File: config.mk
export PLATFORM = sky130hd
export DESIGN_NAME = pfd_seq
export DESIGN_NICKNAME = d
export VERILOG_FILES = /design/src/hdl/pfd_pkg.sv /design/src/hdl/pfd_seq.sv
export SDC_FILE = /design/constraint.sdc
export NUM_CORES = 1
export LEC_CHECK = 0
export BUFFER_PORTS_ARGS = -buffer_cell sky130_fd_sc_hd__buf_2
export CAP_MARGIN = 20
export CORE_MARGIN = 5
export CORE_UTILIZATION = 52
export CTS_CLUSTER_SIZE = 10
export DETAILED_ROUTE_END_ITERATION = 12
export GPL_ROUTABILITY_DRIVEN = 0
export GPL_TIMING_DRIVEN = 0
export PLACE_DENSITY = 0.82
export SKIP_LAST_GASP = 1
export SYNTH_ARGS = -nofsm -noshare
export SYNTH_HDL_FRONTEND = slang
export SYNTH_SLANG_ARGS = --single-unit
export TNS_END_PERCENT = 1
File: constraint.sdc
create_clock -name clk -period 3.1 [get_ports clk]
set_input_delay 0.465 -clock clk [delete_from_list [all_inputs] [get_ports clk]]
set_output_delay 0.465 -clock clk [all_outputs]
set_load 0.05 [all_outputs]
File: src/hdl/pfd_pkg.sv
// Shared types, constants, microcode table and helpers for the PID controller.
package pfd_pkg;

  localparam int SAMPLE_W   = 16;
  localparam int FRAC_W     = 16;
  localparam int COEF_W     = 32;
  localparam int POLE_W     = FRAC_W + 1;
  localparam int DRIVE_W    = 16;
  localparam int ACC_W      = 48;
  localparam int WIDE_W     = ACC_W + 4;
  localparam int HALF_W     = WIDE_W / 2;
  localparam int PROD_W     = WIDE_W + COEF_W;
  localparam int LIM_W      = DRIVE_W + FRAC_W;
  localparam int CFG_IDX_W  = 3;
  localparam int CFG_DATA_W = 32;
  localparam int PC_W       = 5;

  typedef enum logic [CFG_IDX_W-1:0] {
    REG_PROP_GAIN = 3'd0,
    REG_KI_TS     = 3'd1,
    REG_POLE      = 3'd2,
    REG_KD        = 3'd3,
    REG_KB        = 3'd4,
    REG_LOWER     = 3'd5,
    REG_UPPER     = 3'd6
  } reg_idx_t;

  typedef struct packed {
    logic signed [COEF_W-1:0]  kp;
    logic signed [COEF_W-1:0]  ki;
    logic        [POLE_W-1:0]  pole;
    logic signed [COEF_W-1:0]  kd;
    logic signed [COEF_W-1:0]  kb;
    logic signed [DRIVE_W-1:0] lower;
    logic signed [DRIVE_W-1:0] upper;
  } cfg_t;

  typedef enum logic [2:0] {
    MOP_NOP,
    MOP_LD,
    MOP_MLO,
    MOP_MHI,
    MOP_FIN
  } mop_t;

  typedef enum logic [3:0] {
    AOP_NOP,
    AOP_SET,
    AOP_ADD,
    AOP_DSAT,
    AOP_CLAMP,
    AOP_DIFF,
    AOP_ISUM,
    AOP_COMMIT,
    AOP_HOLD
  } aop_t;

  typedef enum logic [1:0] {
    ASEL_FD,
    ASEL_DERR,
    ASEL_E,
    ASEL_ACC
  } asel_t;

  typedef enum logic [2:0] {
    BSEL_ALPHA,
    BSEL_KD,
    BSEL_KP,
    BSEL_KI,
    BSEL_KB
  } bsel_t;

  typedef struct packed {
    mop_t            mop;
    asel_t           asel;
    bsel_t           bsel;
    logic            frac_shift;
    aop_t            aop;
    logic            jump_inv;
    logic [PC_W-1:0] target;
    logic            done;
  } ucw_t;

  localparam logic [PC_W-1:0] PC_HOLD = 5'd18;

  localparam ucw_t UCW_NOP = '{
    mop: MOP_NOP, asel: ASEL_FD, bsel: BSEL_ALPHA, frac_shift: 1'b0,
    aop: AOP_NOP, jump_inv: 1'b0, target: {PC_W{1'b0}}, done: 1'b0
  };

  function automatic ucw_t ucode_rom(input logic [PC_W-1:0] pc);
    ucw_t w;
    w = UCW_NOP;
    case (pc)
      5'd0: begin
        w.mop = MOP_LD; w.asel = ASEL_FD; w.bsel = BSEL_ALPHA; w.frac_shift = 1'b1;
        w.jump_inv = 1'b1; w.target = PC_HOLD;
      end
      5'd1: w.mop = MOP_MLO;
      5'd2: w.mop = MOP_MHI;
      5'd3: w.mop = MOP_FIN;
      5'd4: begin
        w.mop = MOP_LD; w.asel = ASEL_DERR; w.bsel = BSEL_KD; w.aop = AOP_SET;
      end
      5'd5: w.mop = MOP_MLO;
      5'd6: w.mop = MOP_FIN;
      5'd7: begin
        w.mop = MOP_LD; w.asel = ASEL_E; w.bsel = BSEL_KP; w.aop = AOP_ADD;
      end
      5'd8: begin
        w.mop = MOP_MLO; w.aop = AOP_DSAT;
      end
      5'd9: w.mop = MOP_FIN;
      5'd10: begin
        w.mop = MOP_LD; w.asel = ASEL_E; w.bsel = BSEL_KI; w.aop = AOP_ADD;
      end
      5'd11: begin
        w.mop = MOP_MLO; w.aop = AOP_CLAMP;
      end
      5'd12: begin
        w.mop = MOP_FIN; w.aop = AOP_DIFF;
      end
      5'd13: begin
        w.mop = MOP_LD; w.asel = ASEL_ACC; w.bsel = BSEL_KB; w.frac_shift = 1'b1;
        w.aop = AOP_ISUM;
      end
      5'd14: w.mop = MOP_MLO;
      5'd15: w.mop = MOP_MHI;
      5'd16: w.mop = MOP_FIN;
      5'd17: begin
        w.aop = AOP_COMMIT; w.done = 1'b1;
      end
      5'd18: begin
        w.aop = AOP_HOLD; w.done = 1'b1;
      end
      default: w = UCW_NOP;
    endcase
    return w;
  endfunction

  function automatic logic signed [ACC_W-1:0] sat_acc(input logic signed [WIDE_W-1:0] x);
    logic fits;
    fits = (&x[WIDE_W-1:ACC_W-1]) || (~|x[WIDE_W-1:ACC_W-1]);
    if (fits) begin
      return x[ACC_W-1:0];
    end
    return {x[WIDE_W-1], {(ACC_W-1){~x[WIDE_W-1]}}};
  endfunction

endpackage

File: src/hdl/pfd_seq.sv
// Microcode sequencer: step counter, control store and conditional jump.
module pfd_seq (
  input  logic          clk,
  input  logic          rst_n,
  input  logic          start,
  input  logic          sample_ok,
  input  logic          stall,
  output logic          busy,
  output pfd_pkg::ucw_t cw
);

  logic                      busy_r;
  logic                      busy_nxt;
  logic [pfd_pkg::PC_W-1:0] pc_r;
  logic [pfd_pkg::PC_W-1:0] pc_nxt;
  pfd_pkg::ucw_t             rom_w;
  logic                      issue;

  assign rom_w = pfd_pkg::ucode_rom(pc_r);
  assign issue = busy_r && !(rom_w.done && stall);
  assign cw    = issue ? rom_w : pfd_pkg::UCW_NOP;
  assign busy  = busy_r;

  always_comb begin
    busy_nxt = busy_r;
    pc_nxt   = pc_r;
    if (start) begin
      busy_nxt = 1'b1;
      pc_nxt   = '0;
    end else if (issue) begin
      if (rom_w.done) begin
        busy_nxt = 1'b0;
      end else if (rom_w.jump_inv && !sample_ok) begin
        pc_nxt = rom_w.target;
      end else begin
        pc_nxt = pc_r + 1'b1;
      end
    end
  end

  always_ff @(posedge clk) begin
    if (!rst_n) begin
      busy_r <= 1'b0;
      pc_r   <= '0;
    end else begin
      busy_r <= busy_nxt;
      pc_r   <= pc_nxt;
    end
  end

endmodule

==> results.cfg <==
[min_path]
min_path_cells = 3
holdCritStartpoint = rst_n
hp-class = input pin to flip-flop
hold_end = busy

[sta]
fin_tns_setup_ps = 0
hold_viol = 0
skew_ps = 0.2218
rsz0062_at_grt = no
clock.fmax_ghz = 0.4132
finalCritPeriodShare_pct = 78.06
holdWs_ps = 501.6
tightest_slew_ps = 520.5
slew_violations = 0
slew_headroom_pct = 64.98
finalSetupViolations = 0
layout_setup_ws_ps = 680.1
post-route-min-period_ps = 2420

[final_layout]
fin_nets = 148
layout-drive-gt1-share_pct = 30.88
final_core_util_pct = 68.12
final_cells = 151
final_area_um2 = 919.6
num_antenna_cells = 0
area_delta_synth_final_pct = 20.89

[synth]
ys_async_sr_fraction_pct = 0
synth_fa_ha_area_share_pct = 8.224
synth_top_area_share_pct = 15.79
synth_top_family_by_area = simple AND/OR/NAND/NOR gates
syn_area_um2 = 760.7
synth.avg_cell_area_um2 = 6.979
ys_warn_count = 0
synth_compound_area_share_pct = 26.64
ys.flop_type = dfxtp_1
yosys-top-cells-count = nand2_1, a21oi_1, nor2_1
synthDistinctLibCells = 36
yosys-top-cells-area = dfxtp_1, a21oi_1, ha_1
ys_seq_elements = 6
synth_area_leader_cell = dfxtp_1
synth_xor_area_share_pct = 1.151
synthMuxAreaShare_pct = 1.480
synth_edf_count = 0
synthCells = 109
yosysSeqAreaShare_pct = 15.79
synth_most_common_cell = nand2_1
synthSimpleGateAreaFrac_pct = 33.55

[cts]
numCtsBuffers = 3
cts_tree = done
postCtsSetupBuffers = 0
clk_pin_slew_ps = 40
clock_path_buffers = 2
clock_sinks = 6
cts-resized-gates = 0
cts_max_level = 1
clock_latency_ps = 230
ctsHoldBuffers = 0
root_buffer = clkbuf_4

[power_and_ir_drop]
p_per_area_nw_per_um2 = 269.6
finalPower_mw = 0.2479
vdd_drop_max_mv = 0.2280
leakagePower_nw = 0.4218

[global_route]
grt_max_degree = 11
grt.overflow.total = 0
first_global_vias = 755
grt_pass1_wl_mm = 3.105
antenna_found_initial = 0
track_usage_pct = 18.05

[critical_path]
cp_slowest_stage_delay_ps = 400
rrSetupSlack_ps = 1300
r2r-end = pc_r[4]
critPathLaunchType = flip-flop
cp_top_family = adder cells
crit_buf_inv = 2
reg2reg_from = pc_r[1]
crit_path_cell_trace = inv_1 -> ha_1 -> nor2_8 -> nand3b_1 -> o21ai_2 -> a21oi_1 -> buf_2
worstSetupEndpointType = output port
critPathRequiredTime_ps = 2630
slowest_stage = ha_1
worst-setup-path-type = flip-flop to output port
rr_worst_depth = 6
worstPathArrival_ps = 1950
crit_fanout = 7

[place]
hpwl_mm = 1.507
dp_slack_ps = 930.9
post_dp_cell_area_um2 = 897.1
dp_cells = 148
place.port_buffers = 22

[drt]
drc = 0
vias = 856
routedWlPerCell_um = 12.62
first_iter_violations = 35
postRouteWirelength_mm = 1.906
first_pass_iters = 5
viasPerCell = 5.669
ant_nets = 0

[floorplanning]
start_util_pct = 56.35
row_count = 13
die_h_um = 48.25
core_area_um2 = 1350
die_w_um = 48.25
ioPinCount = 26
die_area_um2 = 2328

[flow_run]
maxCapViolCount = 0

[outcome]
outcome = complete, no violations
worst max-delay path by stage:
stage,from,depth (start not counted),slack [ps],end
after floorplan,busy,3,200,cw[10]
after global placement,pc_r[0],7,940,cw[9]
after detailed placement,pc_r[0],7,930,cw[18]
after CTS,pc_r[0],7,670,cw[18]
after global routing,pc_r[0],7,570,cw[18]
final,pc_r[0],7,680,cw[9]
sequential cells by signal, summed over array words and instances (netlist names):
name,cells
pc_r,5
busy,1
layout by cell type, fill, tap and decap left out, types with 2 or more instances in the layout:
master / instances
a211oi_1: 2
a21o_1: 2
a21oi_1: 13
buf_2: 27
buf_4: 5
clkbuf_4: 3
conb_1: 3
dfxtp_1: 6
ha_1: 5
inv_1: 3
inv_2: 2
nand2_1: 15
nand2b_1: 3
nand3_1: 3
nand3b_1: 2
nor2_1: 13
nor2b_1: 3
nor4_1: 2
o211ai_1: 2
o21ai_0: 4
or3_1: 2
routing by layer:
metal  up-vias  global-route usage (%)  routed length (µm)
met5         -                       0                   0
met4         0                   6.452                   0
met3         0                   1.476                 136
met2        32                   31.25                 960
met1       397                   23.13                 809
li1        427                       -                   -
layout make-up:
cell class                 instances  area (µm²)
inverter                           5       18.77
buffer                            12       77.57
fill                             116       430.4
sequential                         6       120.1
tap                               15       18.77
clock buffer                       3       22.52
multi-input combinational         88       551.8
timing repair buffer              22       110.1
power by group:
group          total, mW  leakage, nW  internal [mW]  switching (mW)
Clock             0.0658       0.0138         0.0434          0.0224
Sequential        0.0828       0.0489         0.0802         0.00264
Combinational     0.0993        0.359         0.0291          0.0703
Total              0.248        0.422          0.153          0.0953
logic make-up after synthesis:
logic type               count (synthesis)
XOR/XNOR                                 1
AO/OA/AOI/OAI                           29
adder cells (fa/ha/maj)                  5
flip-flops                               6
other                                    1
buffers and inverters                   17
AND/OR/NAND/NOR                         49
multiplexers                             1
worst reg2reg max path, delay by kind of cell, from the launching register on:
| kind | cells | cell delay [ps] |
|---|---|---|
| and+or+nand+nor | 3 | 670 |
| AOI/OAI and AO/OA | 1 | 280 |
| buffers and inverters | 1 | 110 |
| adders and majority gates | 1 | 300 |
| DFF | 1 | 330 |
No activity file was read; power rests on OpenSTA's default activity.
