$ cat config.mk
export PLATFORM = sky130hd
export DESIGN_NAME = pfd_cfg_regs_flat
export DESIGN_NICKNAME = d
export VERILOG_FILES = /design/src/hdl/pfd_pkg.sv /design/src/hdl/pfd_cfg_if.sv /design/src/hdl/pfd_cfg_regs.sv /design/src/flat_wrapper.sv
export SDC_FILE = /design/constraint.sdc
export NUM_CORES = 1
export LEC_CHECK = 0
export BUFFER_PORTS_ARGS = -buffer_cell sky130_fd_sc_hd__buf_2
export CORE_ASPECT_RATIO = 1.1
export CORE_UTILIZATION = 54
export DETAILED_ROUTE_END_ITERATION = 8
export GPL_ROUTABILITY_DRIVEN = 0
export PLACE_DENSITY = 0.85
export SLEW_MARGIN = 20
export SYNTH_ARGS = -nofsm -noshare
export SYNTH_HDL_FRONTEND = slang
export SYNTH_SLANG_ARGS = --single-unit
$ cat constraint.sdc
create_clock -name clk -period 3.48 [get_ports clk]
set_input_delay 0.522 -clock clk [delete_from_list [all_inputs] [get_ports clk]]
set_output_delay 0.522 -clock clk [all_outputs]
set_load 0.02 [all_outputs]
$ cat src/hdl/pfd_pkg.sv
// Shared types, constants, microcode table and helpers for the PID controller.
package pfd_pkg;

  localparam int SAMPLE_W   = 16;
  localparam int FRAC_W     = 16;
  localparam int COEF_W     = 32;
  localparam int POLE_W     = FRAC_W + 1;
  localparam int DRIVE_W    = 16;
  localparam int ACC_W      = 48;
  localparam int WIDE_W     = ACC_W + 4;
  localparam int HALF_W     = WIDE_W / 2;
  localparam int PROD_W     = WIDE_W + COEF_W;
  localparam int LIM_W      = DRIVE_W + FRAC_W;
  localparam int CFG_IDX_W  = 3;
  localparam int CFG_DATA_W = 32;
  localparam int PC_W       = 5;

  typedef enum logic [CFG_IDX_W-1:0] {
    REG_PROP_GAIN = 3'd0,
    REG_KI_TS     = 3'd1,
    REG_POLE      = 3'd2,
    REG_KD        = 3'd3,
    REG_KB        = 3'd4,
    REG_LOWER     = 3'd5,
    REG_UPPER     = 3'd6
  } reg_idx_t;

  typedef struct packed {
    logic signed [COEF_W-1:0]  kp;
    logic signed [COEF_W-1:0]  ki;
    logic        [POLE_W-1:0]  pole;
    logic signed [COEF_W-1:0]  kd;
    logic signed [COEF_W-1:0]  kb;
    logic signed [DRIVE_W-1:0] lower;
    logic signed [DRIVE_W-1:0] upper;
  } cfg_t;

  typedef enum logic [2:0] {
    MOP_NOP,
    MOP_LD,
    MOP_MLO,
    MOP_MHI,
    MOP_FIN
  } mop_t;

  typedef enum logic [3:0] {
    AOP_NOP,
    AOP_SET,
    AOP_ADD,
    AOP_DSAT,
    AOP_CLAMP,
    AOP_DIFF,
    AOP_ISUM,
    AOP_COMMIT,
    AOP_HOLD
  } aop_t;

  typedef enum logic [1:0] {
    ASEL_FD,
    ASEL_DERR,
    ASEL_E,
    ASEL_ACC
  } asel_t;

  typedef enum logic [2:0] {
    BSEL_ALPHA,
    BSEL_KD,
    BSEL_KP,
    BSEL_KI,
    BSEL_KB
  } bsel_t;

  typedef struct packed {
    mop_t            mop;
    asel_t           asel;
    bsel_t           bsel;
    logic            frac_shift;
    aop_t            aop;
    logic            jump_inv;
    logic [PC_W-1:0] target;
    logic            done;
  } ucw_t;

  localparam logic [PC_W-1:0] PC_HOLD = 5'd18;

  localparam ucw_t UCW_NOP = '{
    mop: MOP_NOP, asel: ASEL_FD, bsel: BSEL_ALPHA, frac_shift: 1'b0,
    aop: AOP_NOP, jump_inv: 1'b0, target: {PC_W{1'b0}}, done: 1'b0
  };

  function automatic ucw_t ucode_rom(input logic [PC_W-1:0] pc);
    ucw_t w;
    w = UCW_NOP;
    case (pc)
      5'd0: begin
        w.mop = MOP_LD; w.asel = ASEL_FD; w.bsel = BSEL_ALPHA; w.frac_shift = 1'b1;
        w.jump_inv = 1'b1; w.target = PC_HOLD;
      end
      5'd1: w.mop = MOP_MLO;
      5'd2: w.mop = MOP_MHI;
      5'd3: w.mop = MOP_FIN;
      5'd4: begin
        w.mop = MOP_LD; w.asel = ASEL_DERR; w.bsel = BSEL_KD; w.aop = AOP_SET;
      end
      5'd5: w.mop = MOP_MLO;
      5'd6: w.mop = MOP_FIN;
      5'd7: begin
        w.mop = MOP_LD; w.asel = ASEL_E; w.bsel = BSEL_KP; w.aop = AOP_ADD;
      end
      5'd8: begin
        w.mop = MOP_MLO; w.aop = AOP_DSAT;
      end
      5'd9: w.mop = MOP_FIN;
      5'd10: begin
        w.mop = MOP_LD; w.asel = ASEL_E; w.bsel = BSEL_KI; w.aop = AOP_ADD;
      end
      5'd11: begin
        w.mop = MOP_MLO; w.aop = AOP_CLAMP;
      end
      5'd12: begin
        w.mop = MOP_FIN; w.aop = AOP_DIFF;
      end
      5'd13: begin
        w.mop = MOP_LD; w.asel = ASEL_ACC; w.bsel = BSEL_KB; w.frac_shift = 1'b1;
        w.aop = AOP_ISUM;
      end
      5'd14: w.mop = MOP_MLO;
      5'd15: w.mop = MOP_MHI;
      5'd16: w.mop = MOP_FIN;
      5'd17: begin
        w.aop = AOP_COMMIT; w.done = 1'b1;
      end
      5'd18: begin
        w.aop = AOP_HOLD; w.done = 1'b1;
      end
      default: w = UCW_NOP;
    endcase
    return w;
  endfunction

  function automatic logic signed [ACC_W-1:0] sat_acc(input logic signed [WIDE_W-1:0] x);
    logic fits;
    fits = (&x[WIDE_W-1:ACC_W-1]) || (~|x[WIDE_W-1:ACC_W-1]);
    if (fits) begin
      return x[ACC_W-1:0];
    end
    return {x[WIDE_W-1], {(ACC_W-1){~x[WIDE_W-1]}}};
  endfunction

endpackage

$ cat src/hdl/pfd_cfg_if.sv
// Configuration write channel: register index and data per beat.
interface pfd_cfg_if;
  logic                              valid;
  logic                              ready;
  logic [pfd_pkg::CFG_IDX_W-1:0]    index;
  logic [pfd_pkg::CFG_DATA_W-1:0]   data;

  modport source(output valid, index, data, input ready);
  modport sink(input valid, index, data, output ready);
endinterface

$ cat src/hdl/pfd_cfg_regs.sv
// Configuration register file for gains, filter pole and drive limits.
module pfd_cfg_regs (
  input  logic          clk,
  input  logic          rst_n,
  pfd_cfg_if.sink       cfg_ch,
  output pfd_pkg::cfg_t cfg
);

  pfd_pkg::cfg_t cfg_r;
  pfd_pkg::cfg_t cfg_nxt;

  assign cfg_ch.ready = 1'b1;
  assign cfg = cfg_r;

  always_comb begin
    cfg_nxt = cfg_r;
    if (cfg_ch.valid) begin
      unique case (pfd_pkg::reg_idx_t'(cfg_ch.index))
        pfd_pkg::REG_PROP_GAIN: cfg_nxt.kp    = cfg_ch.data[pfd_pkg::COEF_W-1:0];
        pfd_pkg::REG_KI_TS:     cfg_nxt.ki    = cfg_ch.data[pfd_pkg::COEF_W-1:0];
        pfd_pkg::REG_POLE:      cfg_nxt.pole  = cfg_ch.data[pfd_pkg::POLE_W-1:0];
        pfd_pkg::REG_KD:        cfg_nxt.kd    = cfg_ch.data[pfd_pkg::COEF_W-1:0];
        pfd_pkg::REG_KB:        cfg_nxt.kb    = cfg_ch.data[pfd_pkg::COEF_W-1:0];
        pfd_pkg::REG_LOWER:     cfg_nxt.lower = cfg_ch.data[pfd_pkg::DRIVE_W-1:0];
        pfd_pkg::REG_UPPER:     cfg_nxt.upper = cfg_ch.data[pfd_pkg::DRIVE_W-1:0];
        default:                cfg_nxt = cfg_r;
      endcase
    end
  end

  always_ff @(posedge clk) begin
    if (!rst_n) begin
      cfg_r.kp    <= '0;
      cfg_r.ki    <= '0;
      cfg_r.pole  <= {1'b1, {(pfd_pkg::POLE_W-1){1'b0}}};
      cfg_r.kd    <= '0;
      cfg_r.kb    <= '0;
      cfg_r.lower <= {1'b1, {(pfd_pkg::DRIVE_W-1){1'b0}}};
      cfg_r.upper <= {1'b0, {(pfd_pkg::DRIVE_W-1){1'b1}}};
    end else begin
      cfg_r <= cfg_nxt;
    end
  end

endmodule

$ cat src/flat_wrapper.sv
// flat-port wrapper written by rule: the top's interface ports become plain ports
module pfd_cfg_regs_flat 
  (clk, rst_n, cfg, cfg_ch_valid, cfg_ch_index, cfg_ch_data, cfg_ch_ready);
  pfd_cfg_if cfg_ch_i ();
  input  logic clk;
  input  logic rst_n;
  output pfd_pkg::cfg_t cfg;
  input wire logic [$bits(cfg_ch_i.valid)-1:0] cfg_ch_valid;
  input wire logic [$bits(cfg_ch_i.index)-1:0] cfg_ch_index;
  input wire logic [$bits(cfg_ch_i.data)-1:0] cfg_ch_data;
  output wire logic [$bits(cfg_ch_i.ready)-1:0] cfg_ch_ready;
  assign cfg_ch_i.valid = cfg_ch_valid;
  assign cfg_ch_i.index = cfg_ch_index;
  assign cfg_ch_i.data = cfg_ch_data;
  assign cfg_ch_ready = cfg_ch_i.ready;
  pfd_cfg_regs u_core (.clk(clk), .rst_n(rst_n), .cfg_ch(cfg_ch_i), .cfg(cfg));
endmodule
==> metrics <==
Fillers 826; initial antenna violation count 0; Ys Warns 0; syn nets 673; die width 107.0 um; hold_buf cts 0; Cell variety after synth 15; Initial DRT Pass Iterations 4; CTS Sinks 177; initial DRC count 255; Root Buffer clkbuf_16; GRT Util Overall 25.44%; Synth Cell Area 0.006548 mm2; worst min-delay path class in2reg; WL per Instance 16.08 um; RSZ-0062 raised after global routing false; Clock Skews 0 ns; fraction of layout cells with a size suffix above 1 30.15%; Cell Count, Final, Fillers Out 989; NumNets Final 865; DR DRC count 0; kind of critical path in2reg; post-CTS sizing 0; Async SR Flop Fraction 0%; Worst Tran Pin Value 1.062 ns; Num CTS Buffers 17; minimum clock period 1.615 ns; Final period util 46.42%; register area share after synthesis 54.12%; number of hold violations in the final report 0; # IOs 216; Post-synth top flop dfxtp_1; H-tree level count 4; ANT cells 0; crit-path max FO 16; routed wire length 15.90 mm; Mean Syn Cell Area 10.31 um2; Hold Crit Depth 3; Clock Latency Late Sink 0.41 ns; Slew HR 29.11%; CTS Buffer Depth 2; Core Footprint 0.01164 mm2; FP Rows 41; Max Freq 619.1 MHz; Post-synth EDFFs 0; Crit. End Element flop; Reg clk slew, reported paths 0.06 ns; Final Max Tran Viols 0; largest net degree at the start of global routing 100; CTS tree done; input/output buffers 214; Final setup viols 0; initial core utilization 56.23%; DP HPWL 11.03 mm; grt ovf 0; total leakage power 4.441 nW; die area 0.01257 mm2; DIE HEIGHT 117.5 um; first-pass GRT wire length 24.83 mm; Vias/cell 5.102; Post CTS Setup Buffer Count 0; PwrDens 524.9 mW/mm2; via count 5046; worst vdd ir 0.0003175 V; startpoint types primary input; ANT nets after route 0; max_cap viols 0; Worst Reg2Reg Path Length in Cells 2; status finished, final reports clean; cell count after placement 957; Synth Register Bits 177; Crit path arrival time 1.95 ns; cell count after synthesis 635; total negative slack 0 ns; Required @ worst endpoint 3.81 ns; vias in the first global route 4898; Design Power 4.346 mW; P&R area growth vs syn 26.47%; max reg flops 177
-- synthesized netlist by cell type, types with 2 or more instances --
master / n / area share [%]
nand4b_1: 2 / 0.27
dfxtp_1: 177 / 54
buf_6: 3 / 0.52
buf_2: 18 / 1.4
nor2b_1: 34 / 3.2
nand2_1: 192 / 11
clkbuf_1: 23 / 1.3
buf_1: 2 / 0.11
mux2i_1: 177 / 27
nand4bb_1: 2 / 0.34
-- where the power goes --
part	switching, mW	total, mW	internal, mW
Sequential	0.0234	2.09	2.07
Clock	0.788	1.94	1.15
Combinational	0.204	0.312	0.109
Total	1.01	4.35	3.33
-- critical path, cell delays in order --
cell	delay [ns]
buf_2	0.16
and4b_1	0.97
mux2i_1	0.28
-- routing by layer --
layer  share of wire [%]  track usage [%]
met5                   0                0
met3                 6.2            7.586
met2                  50            43.75
met1                  42            29.65
met4                 2.0            9.247
-- layout make-up --
type / instances / area [um2] / area share, %
Sequential cell: 177 / 3543 / 42.79
Timing Repair Buffer: 220 / 1139 / 13.75
Clock inverter: 12 / 153.9 / 1.859
Clock buffer: 19 / 442.9 / 5.349
Tap cell: 150 / 187.7 / 2.267
Multi-Input combinational cell: 411 / 2814 / 33.98
-- metrics by stage --
| stage | hold WS [ns] | utilization, % | setup slack [ns] | instance area, um2 |
|---|---|---|---|---|
| after CTS | 0.3770 | 70.98 | 1.589 | 8265 |
| after detailed placement | 0.4462 | 65.85 | 1.129 | 7669 |
| after global placement | 0.4394 | 65.85 | 1.214 | 7669 |
| after global routing | 0.4028 | 71.11 | 1.781 | 8280 |
| final | 0.3928 | 71.11 | 1.865 | 8280 |
| after floorplan | 0.5332 | - | 1.912 | 6548 |
-- path summary, 6_finish.rpt --
path                                      start               to  slack [ns]
worst max-delay path            cfg_ch_index[0]    u_core.cfg[1]        1.86
worst min-delay path            cfg_ch_data[15]   u_core.cfg[31]        0.39
worst max register to register   u_core.cfg[26]   u_core.cfg[26]        2.78
worst min register to register  u_core.cfg[170]  u_core.cfg[170]        0.46
-- placed cells by master (no fill, tap or decap), drive strengths merged --
| master | Yosys | routed |
|---|---|---|
| buf | 24 | 220 |
| nor2b | 34 | 34 |
| conb | 1 | 1 |
| nand4bb | 2 | 2 |
| nor4bb | 1 | 1 |
| nand2 | 192 | 192 |
| mux2i | 177 | 177 |
| clkbuf | 23 | 19 |
| bufinv | 0 | 3 |
| or4b | 1 | 1 |
| and4b | 1 | 1 |
| dfxtp | 177 | 177 |
| clkinv | 0 | 4 |
| inv | 0 | 5 |
| nand4b | 2 | 2 |
-- cell families (layout without fill, tap and decap cells) --
group | count (synthesis) | after routing | share of synthesized area [%]
flip-flops | 177 | 177 | 54.12
multiplexers | 177 | 177 | 27.06
buffers and inverters | 47 | 251 | 3.440
other | 1 | 1 | 0.05727
AND/OR/NAND/NOR | 233 | 233 | 15.33
Power figures use the tool's default switching activity.
